<file path="config.mk">
export PLATFORM = sky130hd
export DESIGN_NAME = hgfa_fifo
export DESIGN_NICKNAME = d
export VERILOG_FILES = /design/src/sv/hgfa_pkg.sv /design/src/sv/hgfa_fifo.sv
export SDC_FILE = /design/constraint.sdc
export NUM_CORES = 1
export LEC_CHECK = 0
export BUFFER_PORTS_ARGS = -buffer_cell sky130_fd_sc_hd__buf_2
export CORE_MARGIN = 5
export CORE_UTILIZATION = 47
export DETAILED_ROUTE_END_ITERATION = 8
export GPL_ROUTABILITY_DRIVEN = 1
export PLACE_DENSITY = 0.75
export REMOVE_ABC_BUFFERS = 1
export SLEW_MARGIN = 5
export SYNTH_ARGS = -nofsm -noshare
export SYNTH_HDL_FRONTEND = slang
export SYNTH_SLANG_ARGS = --single-unit
</file>
<file path="constraint.sdc">
create_clock -name clk -period 7.3 [get_ports clk]
set_input_delay 0.73 -clock clk [delete_from_list [all_inputs] [get_ports clk]]
set_output_delay 0.73 -clock clk [all_outputs]
set_load 0.01 [all_outputs]
</file>
<file path="src/sv/hgfa_pkg.sv">
package hgfa_pkg;

    localparam int MAX_BUCKETS   = 1024;
    localparam int MAX_GROUPS    = 1024;
    localparam int KEY_BYTES_MAX = 8;
    localparam int HASH_SHIFT    = 3;

    localparam int BKT_W = $clog2(MAX_BUCKETS);
    localparam int GRP_W = $clog2(MAX_GROUPS);
    localparam int CNT_W = GRP_W + 1;

    // Configuration register indexes.
    localparam logic [1:0] REG_KEY_BYTES    = 2'd0;
    localparam logic [1:0] REG_BUCKET_COUNT = 2'd1;
    localparam logic [1:0] REG_GROUP_LIMIT  = 2'd2;

    // Result status codes.
    localparam logic [1:0] ST_MATCHED = 2'd0;
    localparam logic [1:0] ST_ADDED   = 2'd1;
    localparam logic [1:0] ST_FULL    = 2'd2;

    localparam logic FUNC_FIND = 1'b0;
    localparam logic FUNC_CLEAR = 1'b1;

    typedef struct packed {
        logic        func;
        logic [63:0] key;
    } in_item_t;

    typedef struct packed {
        logic [1:0] status;
        logic [9:0] group_index;
    } out_item_t;

    // Classified command passed from the front end to the back end.
    typedef struct packed {
        logic             clear;
        logic [63:0]      key;
        logic [63:0]      mask;
        logic [BKT_W-1:0] bucket;
    } cmd_t;

endpackage

</file>
<file path="src/sv/hgfa_fifo.sv">
module hgfa_fifo (
    input  logic           clk,
    input  logic           rst_n,
    input  logic           wr_valid,
    output logic           wr_ready,
    input  hgfa_pkg::cmd_t wr_data,
    output logic           rd_valid,
    input  logic           rd_ready,
    output hgfa_pkg::cmd_t rd_data
);
    import hgfa_pkg::*;

    cmd_t       slot_reg [2];
    logic       wp_reg, rp_reg;
    logic [1:0] cnt_reg;
    logic       wr_fire, rd_fire;

    assign wr_ready = cnt_reg != 2'd2;
    assign rd_valid = cnt_reg != 2'd0;
    assign rd_data  = slot_reg[rp_reg];
    assign wr_fire  = wr_valid && wr_ready;
    assign rd_fire  = rd_valid && rd_ready;

    // Two-entry queue between classification and table walk.
    always_ff @(posedge clk or negedge rst_n)
    begin
        if (!rst_n)
        begin
            wp_reg  <= 1'b0;
            rp_reg  <= 1'b0;
            cnt_reg <= 2'd0;
        end
        else
        begin
            if (wr_fire) wp_reg <= ~wp_reg;
            if (rd_fire) rp_reg <= ~rp_reg;
            cnt_reg <= cnt_reg + 2'(wr_fire) - 2'(rd_fire);
        end
    end

    always_ff @(posedge clk)
    begin
        if (wr_fire)
            slot_reg[wp_reg] <= wr_data;
    end

`ifndef SYNTH
    a_no_overflow: assert property (@(posedge clk) disable iff (!rst_n)
        cnt_reg == 2'd2 |-> !wr_fire)
        else $error("queue overflow");
    a_count_range: assert property (@(posedge clk) disable iff (!rst_n)
        cnt_reg != 2'd3)
        else $error("queue count out of range");
    a_ptrs: assert property (@(posedge clk) disable iff (!rst_n)
        (cnt_reg == 2'd0 || cnt_reg == 2'd2) |-> wp_reg == rp_reg)
        else $error("queue pointers inconsistent");
`endif

endmodule

</file>
==> reports/qor.yml <==
slowest_delay_ns: 0.65
stdcell_count: 1056
synth_cell_type_count: 17
die_h_um: 160
hpwl_um: 13100
place_ws_ns: 4.25
groute.usage.overall: 0.145
crit_family: "buffers and inverters"
cap_violations: 0
antenna_cells: 0
powerDensity_nw_per_um2: 407
power_w: 0.00537
synth.avg_cell_area_sq_um: 23.7
leakagePower_nw: 5.21
timing.setup.tns_ns: 0
vias: 5168
cp_slowest_cell: "buf_12"
rsz0062_at_grt: "no"
max_freq_ghz: 0.324
antenna_found_initial: 1
path_class: "flip-flop to output port"
die_area_sq_um: 25800
register_area_sq_um: 8450
seq_area_frac_synth: 0.794
drive_gt1_frac: 0.606
final.setup.worst_slack_ns: 4.21
dr.pass1.iters: 4
io_buffers: 283
drc: 0
grt_pass1_vias: 5546
r2r_setup_slack_ns: 4.58
clk_latency_ns: 0.52
setup_viol: 0
cts.clk_slew.worst_paths_ns: 0.06
cts-htree-levels: 1
initial_utilization: 0.473
routedWlPerCell_um: 18.5
hold_viol: 0
io_pins: 284
finClkSkew_ns: 0.0146
hold_path.class: "input port to flip-flop"
routabilityCongestion: 0.745
irDropWorstVdd_mv: 0.524
min_period_ns: 3.09
clockBufferDepth: 3
critical_path.cell_chain: "buf_12, mux2_2, buf_2"
cts-root-buf: "clkbuf_16"
multi_input_area_sq_um: 2050
cts.sinks: 282
hold_buffers: 1
num_rows: 55
arrival_ns: 2.36
avgViaCountPerCell: 4.89
cp-start-kind: "flip-flop"
fin_crit_sh: 0.423
utilization: 0.587
slew_headroom: 0.287
core_sq_um: 22500
endpoint_kind: "output port"
yosys_warnings: 0
cts_setup_buffers: 0
grt_pass1_wl_um: 30200
dp_cells: 1006
cts_resized: 0
grt_max_degree: 141
syn_inst: 450
required_ns: 6.57
die_w_um: 160
synth_area_sq_um: 10600
syn2layout_area_growth_pct: 24.0
cts_inserted_buffers: 27
largest_reg_flops: 278
worst_pin_slew_ns: 1.07
num-nets-final: 896
drv_slew: 0
grt.overflow.total: 0
path_buf_inv: 2
cts_tree: "done"
nFillCells: 1671
drt_iter0_drc: 257
ys_ff_latch: 282
cp_max_fo: 140
finalWirelength_um: 19600
ant_nets: 0
run_status: "completed"
[metrics by stage]
stage	area [sq um]	hold WS [ns]
after floorplan	10500	0.434
after global placement	12300	0.494
after detailed placement	12300	0.508
after CTS	13200	0.375
after global routing	13200	0.367
final	13200	0.396
[final cells by class]
class | count | area share
repair buffers | 288 | 0.111
clock inverters | 16 | 0.0133
multi-input cells | 151 | 0.155
clock buffers | 33 | 0.0529
well taps | 285 | 0.0270
flip-flops and latches | 282 | 0.640
inverters | 1 | 0.000284
[synthesized netlist by cell type]
cell | n | area, sq um
edfxtp_1 | 278 | 8350
mux2_4 | 100 | 1500
mux2_2 | 39 | 439
buf_6 | 11 | 124
buf_2 | 4 | 20.0
dfrtp_1 | 4 | 100
xnor2_1 | 3 | 26.3
ha_1 | 2 | 25.0
and2_1 | 1 | 6.26
and3_1 | 1 | 6.26
buf_8 | 1 | 15.0
inv_1 | 1 | 3.75
nand2_1 | 1 | 3.75
nand2b_1 | 1 | 6.26
nor2_1 | 1 | 3.75
or2_2 | 1 | 6.26
xor2_1 | 1 | 8.76
[metal layers]
| metal | vias to the layer above | global-route usage | wire length (um) | part of all wire |
|---|---|---|---|---|
| met1 | 2535 | 0.184 | 7870 | 0.40 |
| li1 | 2391 | - | - | - |
| met4 | 2 | 0.0368 | 433 | 0.022 |
| met3 | 39 | 0.0426 | 1480 | 0.076 |
| met5 | - | 0 | 20 | 0.0010 |
| met2 | 201 | 0.247 | 9760 | 0.50 |
[final timing paths]
path,startpoint,end,cells past startpoint
min in group asynchronous,rst_n,cnt_reg[0],2
worst min-delay path,wr_data[97],slot_reg[1][97],1
max in group asynchronous,rst_n,rp_reg,2
worst max-delay path,rp_reg,rd_data[10],3
worst max register to register,cnt_reg[1],slot_reg[1][30],3
worst min register to register,cnt_reg[0],cnt_reg[0],1
[logic make-up (layout without fill, tap and decap cells)]
logic type,after synthesis,after routing,synth area share
multiplexers,139,139,0.182
adder cells (fa/ha/maj),2,2,0.00235
buffers and inverters,17,338,0.0153
AND/OR/NAND/NOR,6,6,0.00306
flip-flops,282,282,0.794
XOR/XNOR,4,4,0.00329
[power by group]
group | internal, W | switching [W]
Combinational | 0.000828 | 0.000872
Clock | 0.000818 | 0.000545
Sequential | 0.00222 | 0.0000843
Total | 0.00387 | 0.00150
[layout by cell type, fill, tap and decap left out, types with 2 or more instances in the layout]
master	n
mux2_2	39
mux2_4	100
buf_4	3
clkbuf_1	6
clkinv_2	5
edfxtp_1	278
bufinv_16	4
xnor2_1	3
clkbuf_16	27
clkinv_1	6
buf_2	283
ha_1	2
dfrtp_1	3
No activity file was read; power rests on OpenSTA's default activity.
