`config.mk`:
```
export PLATFORM = sky130hd
export DESIGN_NAME = hgfa_front
export DESIGN_NICKNAME = d
export VERILOG_FILES = /design/src/sv/hgfa_pkg.sv /design/src/sv/hgfa_front.sv
export SDC_FILE = /design/constraint.sdc
export NUM_CORES = 1
export LEC_CHECK = 0
export BUFFER_PORTS_ARGS = -buffer_cell sky130_fd_sc_hd__buf_2
export CAP_MARGIN = 20
export CORE_ASPECT_RATIO = 0.9
export CORE_UTILIZATION = 40
export DETAILED_ROUTE_END_ITERATION = 10
export PLACE_DENSITY = 0.66
export SLEW_MARGIN = 5
export SYNTH_ARGS = -nofsm -noshare
export SYNTH_HDL_FRONTEND = slang
export SYNTH_SLANG_ARGS = --single-unit
```
`constraint.sdc`:
```
create_clock -name clk -period 5.7 [get_ports clk]
set_input_delay 1.14 -clock clk [delete_from_list [all_inputs] [get_ports clk]]
set_output_delay 1.14 -clock clk [all_outputs]
set_load 0.03 [all_outputs]
```
`src/sv/hgfa_pkg.sv`:
```
package hgfa_pkg;

    localparam int MAX_BUCKETS   = 1024;
    localparam int MAX_GROUPS    = 1024;
    localparam int KEY_BYTES_MAX = 8;
    localparam int HASH_SHIFT    = 3;

    localparam int BKT_W = $clog2(MAX_BUCKETS);
    localparam int GRP_W = $clog2(MAX_GROUPS);
    localparam int CNT_W = GRP_W + 1;

    // Configuration register indexes.
    localparam logic [1:0] REG_KEY_BYTES    = 2'd0;
    localparam logic [1:0] REG_BUCKET_COUNT = 2'd1;
    localparam logic [1:0] REG_GROUP_LIMIT  = 2'd2;

    // Result status codes.
    localparam logic [1:0] ST_MATCHED = 2'd0;
    localparam logic [1:0] ST_ADDED   = 2'd1;
    localparam logic [1:0] ST_FULL    = 2'd2;

    localparam logic FUNC_FIND = 1'b0;
    localparam logic FUNC_CLEAR = 1'b1;

    typedef struct packed {
        logic        func;
        logic [63:0] key;
    } in_item_t;

    typedef struct packed {
        logic [1:0] status;
        logic [9:0] group_index;
    } out_item_t;

    // Classified command passed from the front end to the back end.
    typedef struct packed {
        logic             clear;
        logic [63:0]      key;
        logic [63:0]      mask;
        logic [BKT_W-1:0] bucket;
    } cmd_t;

endpackage

```
`src/sv/hgfa_front.sv`:
```
module hgfa_front (
    input  logic               clk,
    input  logic               rst_n,
    input  logic               in_valid,
    output logic               in_ready,
    input  hgfa_pkg::in_item_t in_data,
    input  logic [3:0]         key_bytes,
    input  logic [10:0]        bucket_count,
    output logic               cmd_valid,
    input  logic               cmd_ready,
    output hgfa_pkg::cmd_t     cmd
);
    import hgfa_pkg::*;

    localparam logic [1:0] F_IDLE = 2'd0;
    localparam logic [1:0] F_HASH = 2'd1;
    localparam logic [1:0] F_MOD  = 2'd2;
    localparam logic [1:0] F_OUT  = 2'd3;

    logic [1:0]  state_reg, state_next;
    logic        clear_reg;
    logic [63:0] key_reg;
    logic [3:0]  nb_reg;
    logic [3:0]  cnt_reg;
    logic [31:0] hash_reg;
    logic [10:0] nbk_reg;
    logic [5:0]  mstep_reg;
    logic [31:0] rem_reg;
    logic [63:0] mask;
    logic [3:0]  nb_eff;
    logic [10:0] nbk_eff;
    logic [31:0] hash_step;
    logic [7:0]  cur_byte;
    logic [11:0] trial;
    logic [11:0] rsh;

    // Clamp the configured sizes.
    always_comb
    begin
        nb_eff = key_bytes;
        if (key_bytes == 4'd0)
            nb_eff = 4'd1;
        else if (key_bytes > 4'(KEY_BYTES_MAX))
            nb_eff = 4'(KEY_BYTES_MAX);
        nbk_eff = bucket_count;
        if (bucket_count == 11'd0)
            nbk_eff = 11'd1;
        else if (bucket_count > 11'(MAX_BUCKETS))
            nbk_eff = 11'(MAX_BUCKETS);
    end

    // One key byte folded per cycle.
    assign cur_byte  = key_reg[8*cnt_reg[2:0] +: 8];
    assign hash_step = (hash_reg ^ {24'd0, cur_byte}) << HASH_SHIFT;

    always_comb
    begin
        mask = '0;
        for (int i = 0; i < 8; i++)
            if (4'(i) < nb_reg)
                mask[8*i +: 8] = 8'hFF;
    end

    always_comb
    begin
        state_next = state_reg;
        unique case (state_reg)
            F_IDLE: if (in_valid)
                state_next = in_data.func == FUNC_CLEAR ? F_OUT : F_HASH;
            F_HASH: if (cnt_reg + 4'd1 == nb_reg) state_next = F_MOD;
            F_MOD:  if (mstep_reg == 6'd31) state_next = F_OUT;
            F_OUT:  if (cmd_ready) state_next = F_IDLE;
            default: state_next = F_IDLE;
        endcase
    end

    // Restoring remainder step: one hash bit per cycle.
    assign rsh   = {rem_reg[10:0], hash_reg[31 - mstep_reg[4:0]]};
    assign trial = rsh - {1'b0, nbk_reg};

    always_ff @(posedge clk or negedge rst_n)
    begin
        if (!rst_n)
            state_reg <= F_IDLE;
        else
            state_reg <= state_next;
    end

    always_ff @(posedge clk)
    begin
        unique case (state_reg)
            F_IDLE:
            begin
                clear_reg <= in_data.func;
                key_reg   <= in_data.key;
                nb_reg    <= nb_eff;
                nbk_reg   <= nbk_eff;
                cnt_reg   <= 4'd0;
                hash_reg  <= '0;
                mstep_reg <= '0;
                rem_reg   <= '0;
            end
            F_HASH:
            begin
                hash_reg <= hash_step;
                cnt_reg  <= cnt_reg + 4'd1;
            end
            F_MOD:
            begin
                rem_reg   <= trial[11] ? {20'd0, rsh} : {20'd0, trial};
                mstep_reg <= mstep_reg + 6'd1;
            end
            F_OUT: ;
            default: ;
        endcase
    end

    assign in_ready     = state_reg == F_IDLE;
    assign cmd_valid    = state_reg == F_OUT;
    assign cmd.clear    = clear_reg;
    assign cmd.key      = key_reg;
    assign cmd.mask     = mask;
    assign cmd.bucket   = rem_reg[BKT_W-1:0];

endmodule

```
==> results of run 1 <==
## cells in the final DEF, fill, tap and decap left out, types with 4 or more instances in the layout
master       n
buf_2      224
edfxtp_1   130
and2_1      25
nor2_1      24
mux2i_1     21
inv_1       20
mux4_2      18
clkbuf_16   17
ha_1        16
nand2_1     13
xor2_1      12
nor2b_1     12
nand3_1     10
o21ai_0     10
inv_8        7
mux4_1       6
nand2b_1     6
or3_1        6
nor3_1       6
a21oi_1      5
xnor2_1      5
nand3b_1     4
a21o_1       4
## metal layers
layer	track usage [%]	up-vias	routed length, µm
met5	0	-	0
met4	4.44	0	120
met3	6.28	11	1030
met2	27.8	140	6940
met1	20.2	2007	5940
li1	-	2009	-
## power breakdown
group	switching, µW	total (µW)	leakage (µW)	internal [µW]
combinational	1550	2520	0.00180	962
clock	472	1100	0.000289	624
sequential	301	1900	0.00127	1600
total	2330	5520	0.00337	3190
## final cells by class
| cell class | instances | area [µm²] | share of cell area, % |
|---|---|---|---|
| sequential | 132 | 3950 | 48.4 |
| multi-input combinational | 238 | 2140 | 26.3 |
| timing repair buffer | 227 | 1140 | 14.0 |
| clock buffer | 17 | 425 | 5.21 |
| tap | 207 | 259 | 3.17 |
| clock inverter | 15 | 164 | 2.01 |
| inverter | 20 | 75.1 | 0.920 |
## cell families (layout without fill, tap and decap cells)
logic type	count (synthesis)	count (layout)
flops	132	132
simple gates	120	120
buf+inv	105	279
mux	45	45
compound gates	36	36
xor+xnor	19	19
fa+ha+maj	18	18
## how the worst min path moves through the flow
stage                     depth (start not counted)            to         start  slack (ns)
after detailed placement                          1  hash_reg[14]  hash_reg[11]        0.53
after global placement                            1  hash_reg[17]  hash_reg[14]        0.53
after CTS                                         1  state_reg[0]         rst_n        0.49
after global routing                              1  state_reg[0]         rst_n        0.48
final                                             1  state_reg[0]         rst_n        0.50
after floorplan                                   1  hash_reg[13]  hash_reg[10]        0.51
## metrics by stage
stage / instance area, µm² / util, %
after floorplan: 6750 / -
after global placement: 7570 / 46.5
after detailed placement: 7570 / 46.5
after CTS: 8160 / 50.1
after global routing: 8160 / 50.1
final: 8160 / 50.1
## worst register-to-register path: stages (launching register included)
cell and delay, ns:
edfxtp_1 0.68, mux4_1 0.67, mux4_2 0.49, o211ai_2 0.18, ha_1 0.26, nor2b_4 0.06
o31ai_2 0.30, a211oi_2 0.15, o41a_4 0.48, xor2_1 0.42, mux2i_1 0.14
==> results.md, run 1 <==
- Status: finished with violations
- Failing checks: DRC
- Final Net Count: between 700 and 800
- Synth top area cells: edfxtp_1, buf_4, mux4_2
- Final setup viols: 0
- Wire per inst: around 16 µm
- FF-to-FF Start: mstep_reg[0]
- Routability cong.: 0.799
- DIE HEIGHT: between 100 and 150 µm
- DP Cell Count: roughly 800
- Mux cell area share after synthesis: a little under an eighth
- Die area: roughly 17000 µm²
- Chip Width: 139 µm
- DRT antenna net count: 0
- Slew HR: between 40% and 50%
- Crit path launch type: flop
- Post-synthesis compound-gate area fraction: around 4%
- Yosys cell types: 50
- PD cells: ~680 nW/µm²
- Final Max Tran Viols: 0
- Max H-tree Level: 4
- MaxCap Viol Count: 0
- Max rail drop VDD: about 0.00037 V
- Setup bufs post-CTS: 0
- Main synth FF type: edfxtp_1
- Mapped Cells: 475
- Fin cells: 856
- WP buf/inv: 0
- Max incr delay on CP: between 0.6 and 0.7 ns
- Filler cell count in the final layout: roughly 1400
- Final Hold Viols: 0
- Setup repair after global routing missed its margin: false
- Area Growth Syn to Fin: 21.0%
- # IOs: approximately 230
- Worst Setup End Kind: flop
- Detail Placement HPWL: just over 10000 µm
- LEAKAGE: between 0.003 and 0.004 µW
- Async SR Flop Fraction: 1.52%
- DRC viols: 3
- Pre-CTS setup slack: 1.58 ns
- Core region area: about 16000 µm²
- Max reg flops: 64
- DR iter-0 viols: 257
- Pwr Total: about 5500 µW
- Post-cts sizing count: 0
- Setup ws final: ~1.6 ns
- Ant. Diodes: 0
- Clock-pin slew on the worst setup and hold paths: roughly 0.060 ns
- Final period util: 71.9%
- RR Endpoint: rem_reg[10]
- Pre-antenna DRT Iters: 8
- Slew at the pin closest to its max-slew limit: slightly below 0.9 ns
- Peak Freq: approximately 240 MHz
- Syn Area/Cell: roughly 14 µm²
- Clock root buffer master: clkbuf_16
- Top-count cell post-synth: edfxtp_1
- Crit path to: rem_reg[10]
- GRT Util Overall: ~17%
- Vias per cell: 4.87
- Synth Area in Adders: 3.45%
- # rows: 44
- EDFF count, synth: between 100 and 150
- Logic depth of the worst path, buffers included: 10
- Synth top cells by count: edfxtp_1, buf_4, and2_1
- Latest clock arrival within the worst-skew pair: about 0.42 ns
- Area leader, netlist: edfxtp_1
- Setup Skew: between 0.01 and 0.015 ns
- Critical-path top delay cell: edfxtp_1
- Worst R2R Setup Slack: approximately 1.6 ns
- Grt total ovfl: 0
- Cts hold-fix bufs: 0
- Num CTS Buffers: 17
- Routed WL: roughly 14000 µm
- CTS tree: yes
- Synth Warn #: 0
- Deepest clock path buffer count: 2
- Total Neg Setup Slack: 0 ns
- Worst Path Max Fanout: 12
- Cell area after synthesis: around 6700 µm²
- Synth Area in Simple Gates: 9.77%
- Vias: between 4000 and 5000
- Vias in the first global route: around 4200
- Main combinational cell family by area after synthesis: multiplexers
- First-pass GRT wire length: ~22000 µm
- CP required: about 5.9 ns
- Hold Slack: ~0.5 ns
- Layout cells sized above 1: around 45%
- CP arrival: roughly 4.3 ns
- CP Launch Point: mstep_reg[0]
- Tightest Hold Check Type: in2async
- Initial antenna violation count: 0
- Crit Path Class: reg2reg
- Cell Chain, Critical Path: mux4_1 -> mux4_2 -> o211ai_2 -> ha_1 -> nor2b_4 -> o31ai_2 -> a211oi_2 -> o41a_4 -> xor2_1 -> mux2i_1
- CP delay by family, top: multiplexers
- Sequential-to-total area share from yosys stat: between 50% and 60%
- Clock Sinks: between 100 and 150
- Fin crit period: ~4 ns
- Post-synth top area share: 57.9%
- FF+latch count, synth: ~130
- # port buffers: 224
- Post-Syn Nets: around 580
- Initial Util: a little over 40%
- Largest net degree at the start of global routing: 46
- Reg2reg path depth: 10
- Xor and xnor area share after synthesis: just under 3%
(Power assumes the default switching activity.)
==> inputs of run 2 (changes only) <==
--- a/config.mk
+++ b/config.mk
@@ -10,7 +10,7 @@
 export CORE_ASPECT_RATIO = 0.9
 export CORE_UTILIZATION = 40
 export DETAILED_ROUTE_END_ITERATION = 10
-export PLACE_DENSITY = 0.66
+export PLACE_DENSITY = 0.68
 export SLEW_MARGIN = 5
 export SYNTH_ARGS = -nofsm -noshare
 export SYNTH_HDL_FRONTEND = slang
==> constraint.sdc (replaced) <==
create_clock -name clk -period 3.62 [get_ports clk]
set_input_delay 0.724 -clock clk [delete_from_list [all_inputs] [get_ports clk]]
set_output_delay 0.724 -clock clk [all_outputs]
set_load 0.03 [all_outputs]
==> run 2 against run 1 <==
  * Wire length up 2.7%
  * Setup slack worse by 1.5 ns
  * The flow still finishes with violations (DRC)
  * Via count up 2.0%
  * Core utilization up 0.93 points
  * Flip-flop and latch count unchanged
  * Final cell count up 1.6%
  * Largest cell class unchanged
==> results.md, run 2 (synthesis results as in run 1) <==
- Status: finished with violations
- Failing checks: DRC
- Layout cells sized above 1: about 47%
- Clock root buffer master: clkbuf_16
- CTS tree: yes
- Final Hold Viols: 0
- Max reg flops: 64
- Initial antenna violation count: 0
- Final setup viols: 0
- Cts hold-fix bufs: 0
- Deepest clock path buffer count: 2
- Setup Skew: approximately 0.01 ns
- Slew HR: about half
- Final Max Tran Viols: 0
- Vias: between 4000 and 5000
- Peak Freq: between 200 and 300 MHz
- Vias per cell: just under 5
- First-pass GRT wire length: about 23000 µm
- Clock-pin slew on the worst setup and hold paths: about 0.060 ns
- Most frequent cells in the layout: buf_2, edfxtp_1, and2_1
- Fin crit period: approximately 3.5 ns
- Area Growth Syn to Fin: 23.3%
- Wire per inst: between 15 and 20 µm
- Worst Setup End Kind: flop
- Slew at the pin closest to its max-slew limit: ~0.76 ns
- Pre-antenna DRT Iters: 7
- LEAKAGE: between 0.003 and 0.004 µW
- DRC viols: 3
- Chip Width: about 140 µm
- Max rail drop VDD: 0.000522 V
- CP required: 3.78 ns
- # port buffers: ~220
- Clock Sinks: ~130
- Setup repair after global routing missed its margin: true
- Fin cells: between 800 and 900
- GRT Util Overall: between 15 and 20%
- Detail Placement HPWL: 10600 µm
- Final period util: a little over nine tenths
- Die area: about 17000 µm²
- Final Net Count: between 700 and 800
- Crit path launch type: flop
- Worst R2R Setup Slack: around 0.14 ns
- DP Cell Count: about 840
- Vias in the first global route: 4343
- Grt total ovfl: 0
- DR iter-0 viols: around 210
- PD cells: 1080 nW/µm²
- MaxCap Viol Count: 0
- Routed WL: roughly 14000 µm
- # IOs: 225
- Total Neg Setup Slack: 0 ns
- CP arrival: 3.65 ns
- Ant. Diodes: 0
- Worst Path Max Fanout: 7
- DRT antenna net count: 0
- Tightest Hold Check Type: in2async
- Most common cell after layout, fill and taps aside: buf_2
- Routability cong.: about 0.85
- Initial Util: about two fifths
- Largest net degree at the start of global routing: 45
- DIE HEIGHT: 125 µm
- Crit Path Class: reg2reg
- Latest clock arrival within the worst-skew pair: roughly 0.42 ns
- Num CTS Buffers: 17
- Core region area: roughly 16000 µm²
- Max H-tree Level: 4
- # rows: between 40 and 50
-- run 2: cell types whose count changed in the layout (fill, tap and decap cells not counted), moves of 2 or more --
cell	change
clkinv_4	-3
inv_6	+2
buf_12	+2
buf_4	+12
clkinvlp_4	+2
mux4_2	+3
mux4_1	-3
-- run 2: layout make-up --
cell class / instances / area, µm²
multi-input combinational: 238 / 2170
clock buffer: 17 / 425
timing repair buffer: 241 / 1270
inverter: 20 / 75.1
sequential: 132 / 3950
tap: 207 / 259
fill: 1450 / 7980
clock inverter: 15 / 160
-- run 2: power breakdown --
group / internal, µW / switching, µW
Sequential: 2520 / 419
Combinational: 1710 / 2580
Clock: 980 / 738
-- run 2: layer usage --
metal | GRT usage (%) | part of all wire, %
met5 | 0 | 0
met3 | 6.13 | 6.9
met4 | 5.23 | 1.3
met1 | 21.5 | 43
met2 | 28.0 | 49
-- run 2: critical path, cell delays in order (launching register included) --
cell and delay, ns:
edfxtp_1 0.37, buf_12 0.14, mux4_2 0.50, mux4_2 0.48, o211ai_2 0.18, ha_2 0.23
nor2b_4 0.05, o31ai_2 0.19, buf_4 0.17, a211oi_2 0.07, o41a_4 0.43, xnor2_4 0.16
buf_12 0.15, mux2i_1 0.11
-- run 2: repair_timing --
item / in CTS / in global routing
resized for setup: 3 / 7
setup endpoints to repair: 11 / 10
pin swaps: 2 / 5
buffers inserted: 2 / 1
hold endpoints to repair: 0 / 0
-- run 2: path summary, 6_finish.rpt --
kind | startpoint | endpoint | cells past startpoint
min | rst_n | state_reg[0] | 1
max in group asynchronous | rst_n | state_reg[1] | 1
max | mstep_reg[0] | rem_reg[6] | 13
min reg2reg | hash_reg[9] | hash_reg[12] | 1
min in group clk | in_data[39] | key_reg[39] | 1
max reg2reg | mstep_reg[0] | rem_reg[6] | 13
-- run 2: metrics by stage --
| stage | utilization (%) | power [µW] | area, µm² | hold WS (ns) | setup WS, ns |
|---|---|---|---|---|---|
| after floorplan | - | 6260 | 6750 | 0.428 | 0.0183 |
| after global placement | 47.1 | 7100 | 7670 | 0.511 | -0.132 |
| after detailed placement | 47.1 | 7190 | 7670 | 0.515 | -0.289 |
| after CTS | 51.0 | 9000 | 8300 | 0.0676 | 0.0623 |
| after global routing | 51.0 | 9490 | 8320 | 0.0701 | -0.00796 |
| final | 51.0 | 8950 | 8320 | 0.0838 | 0.137 |
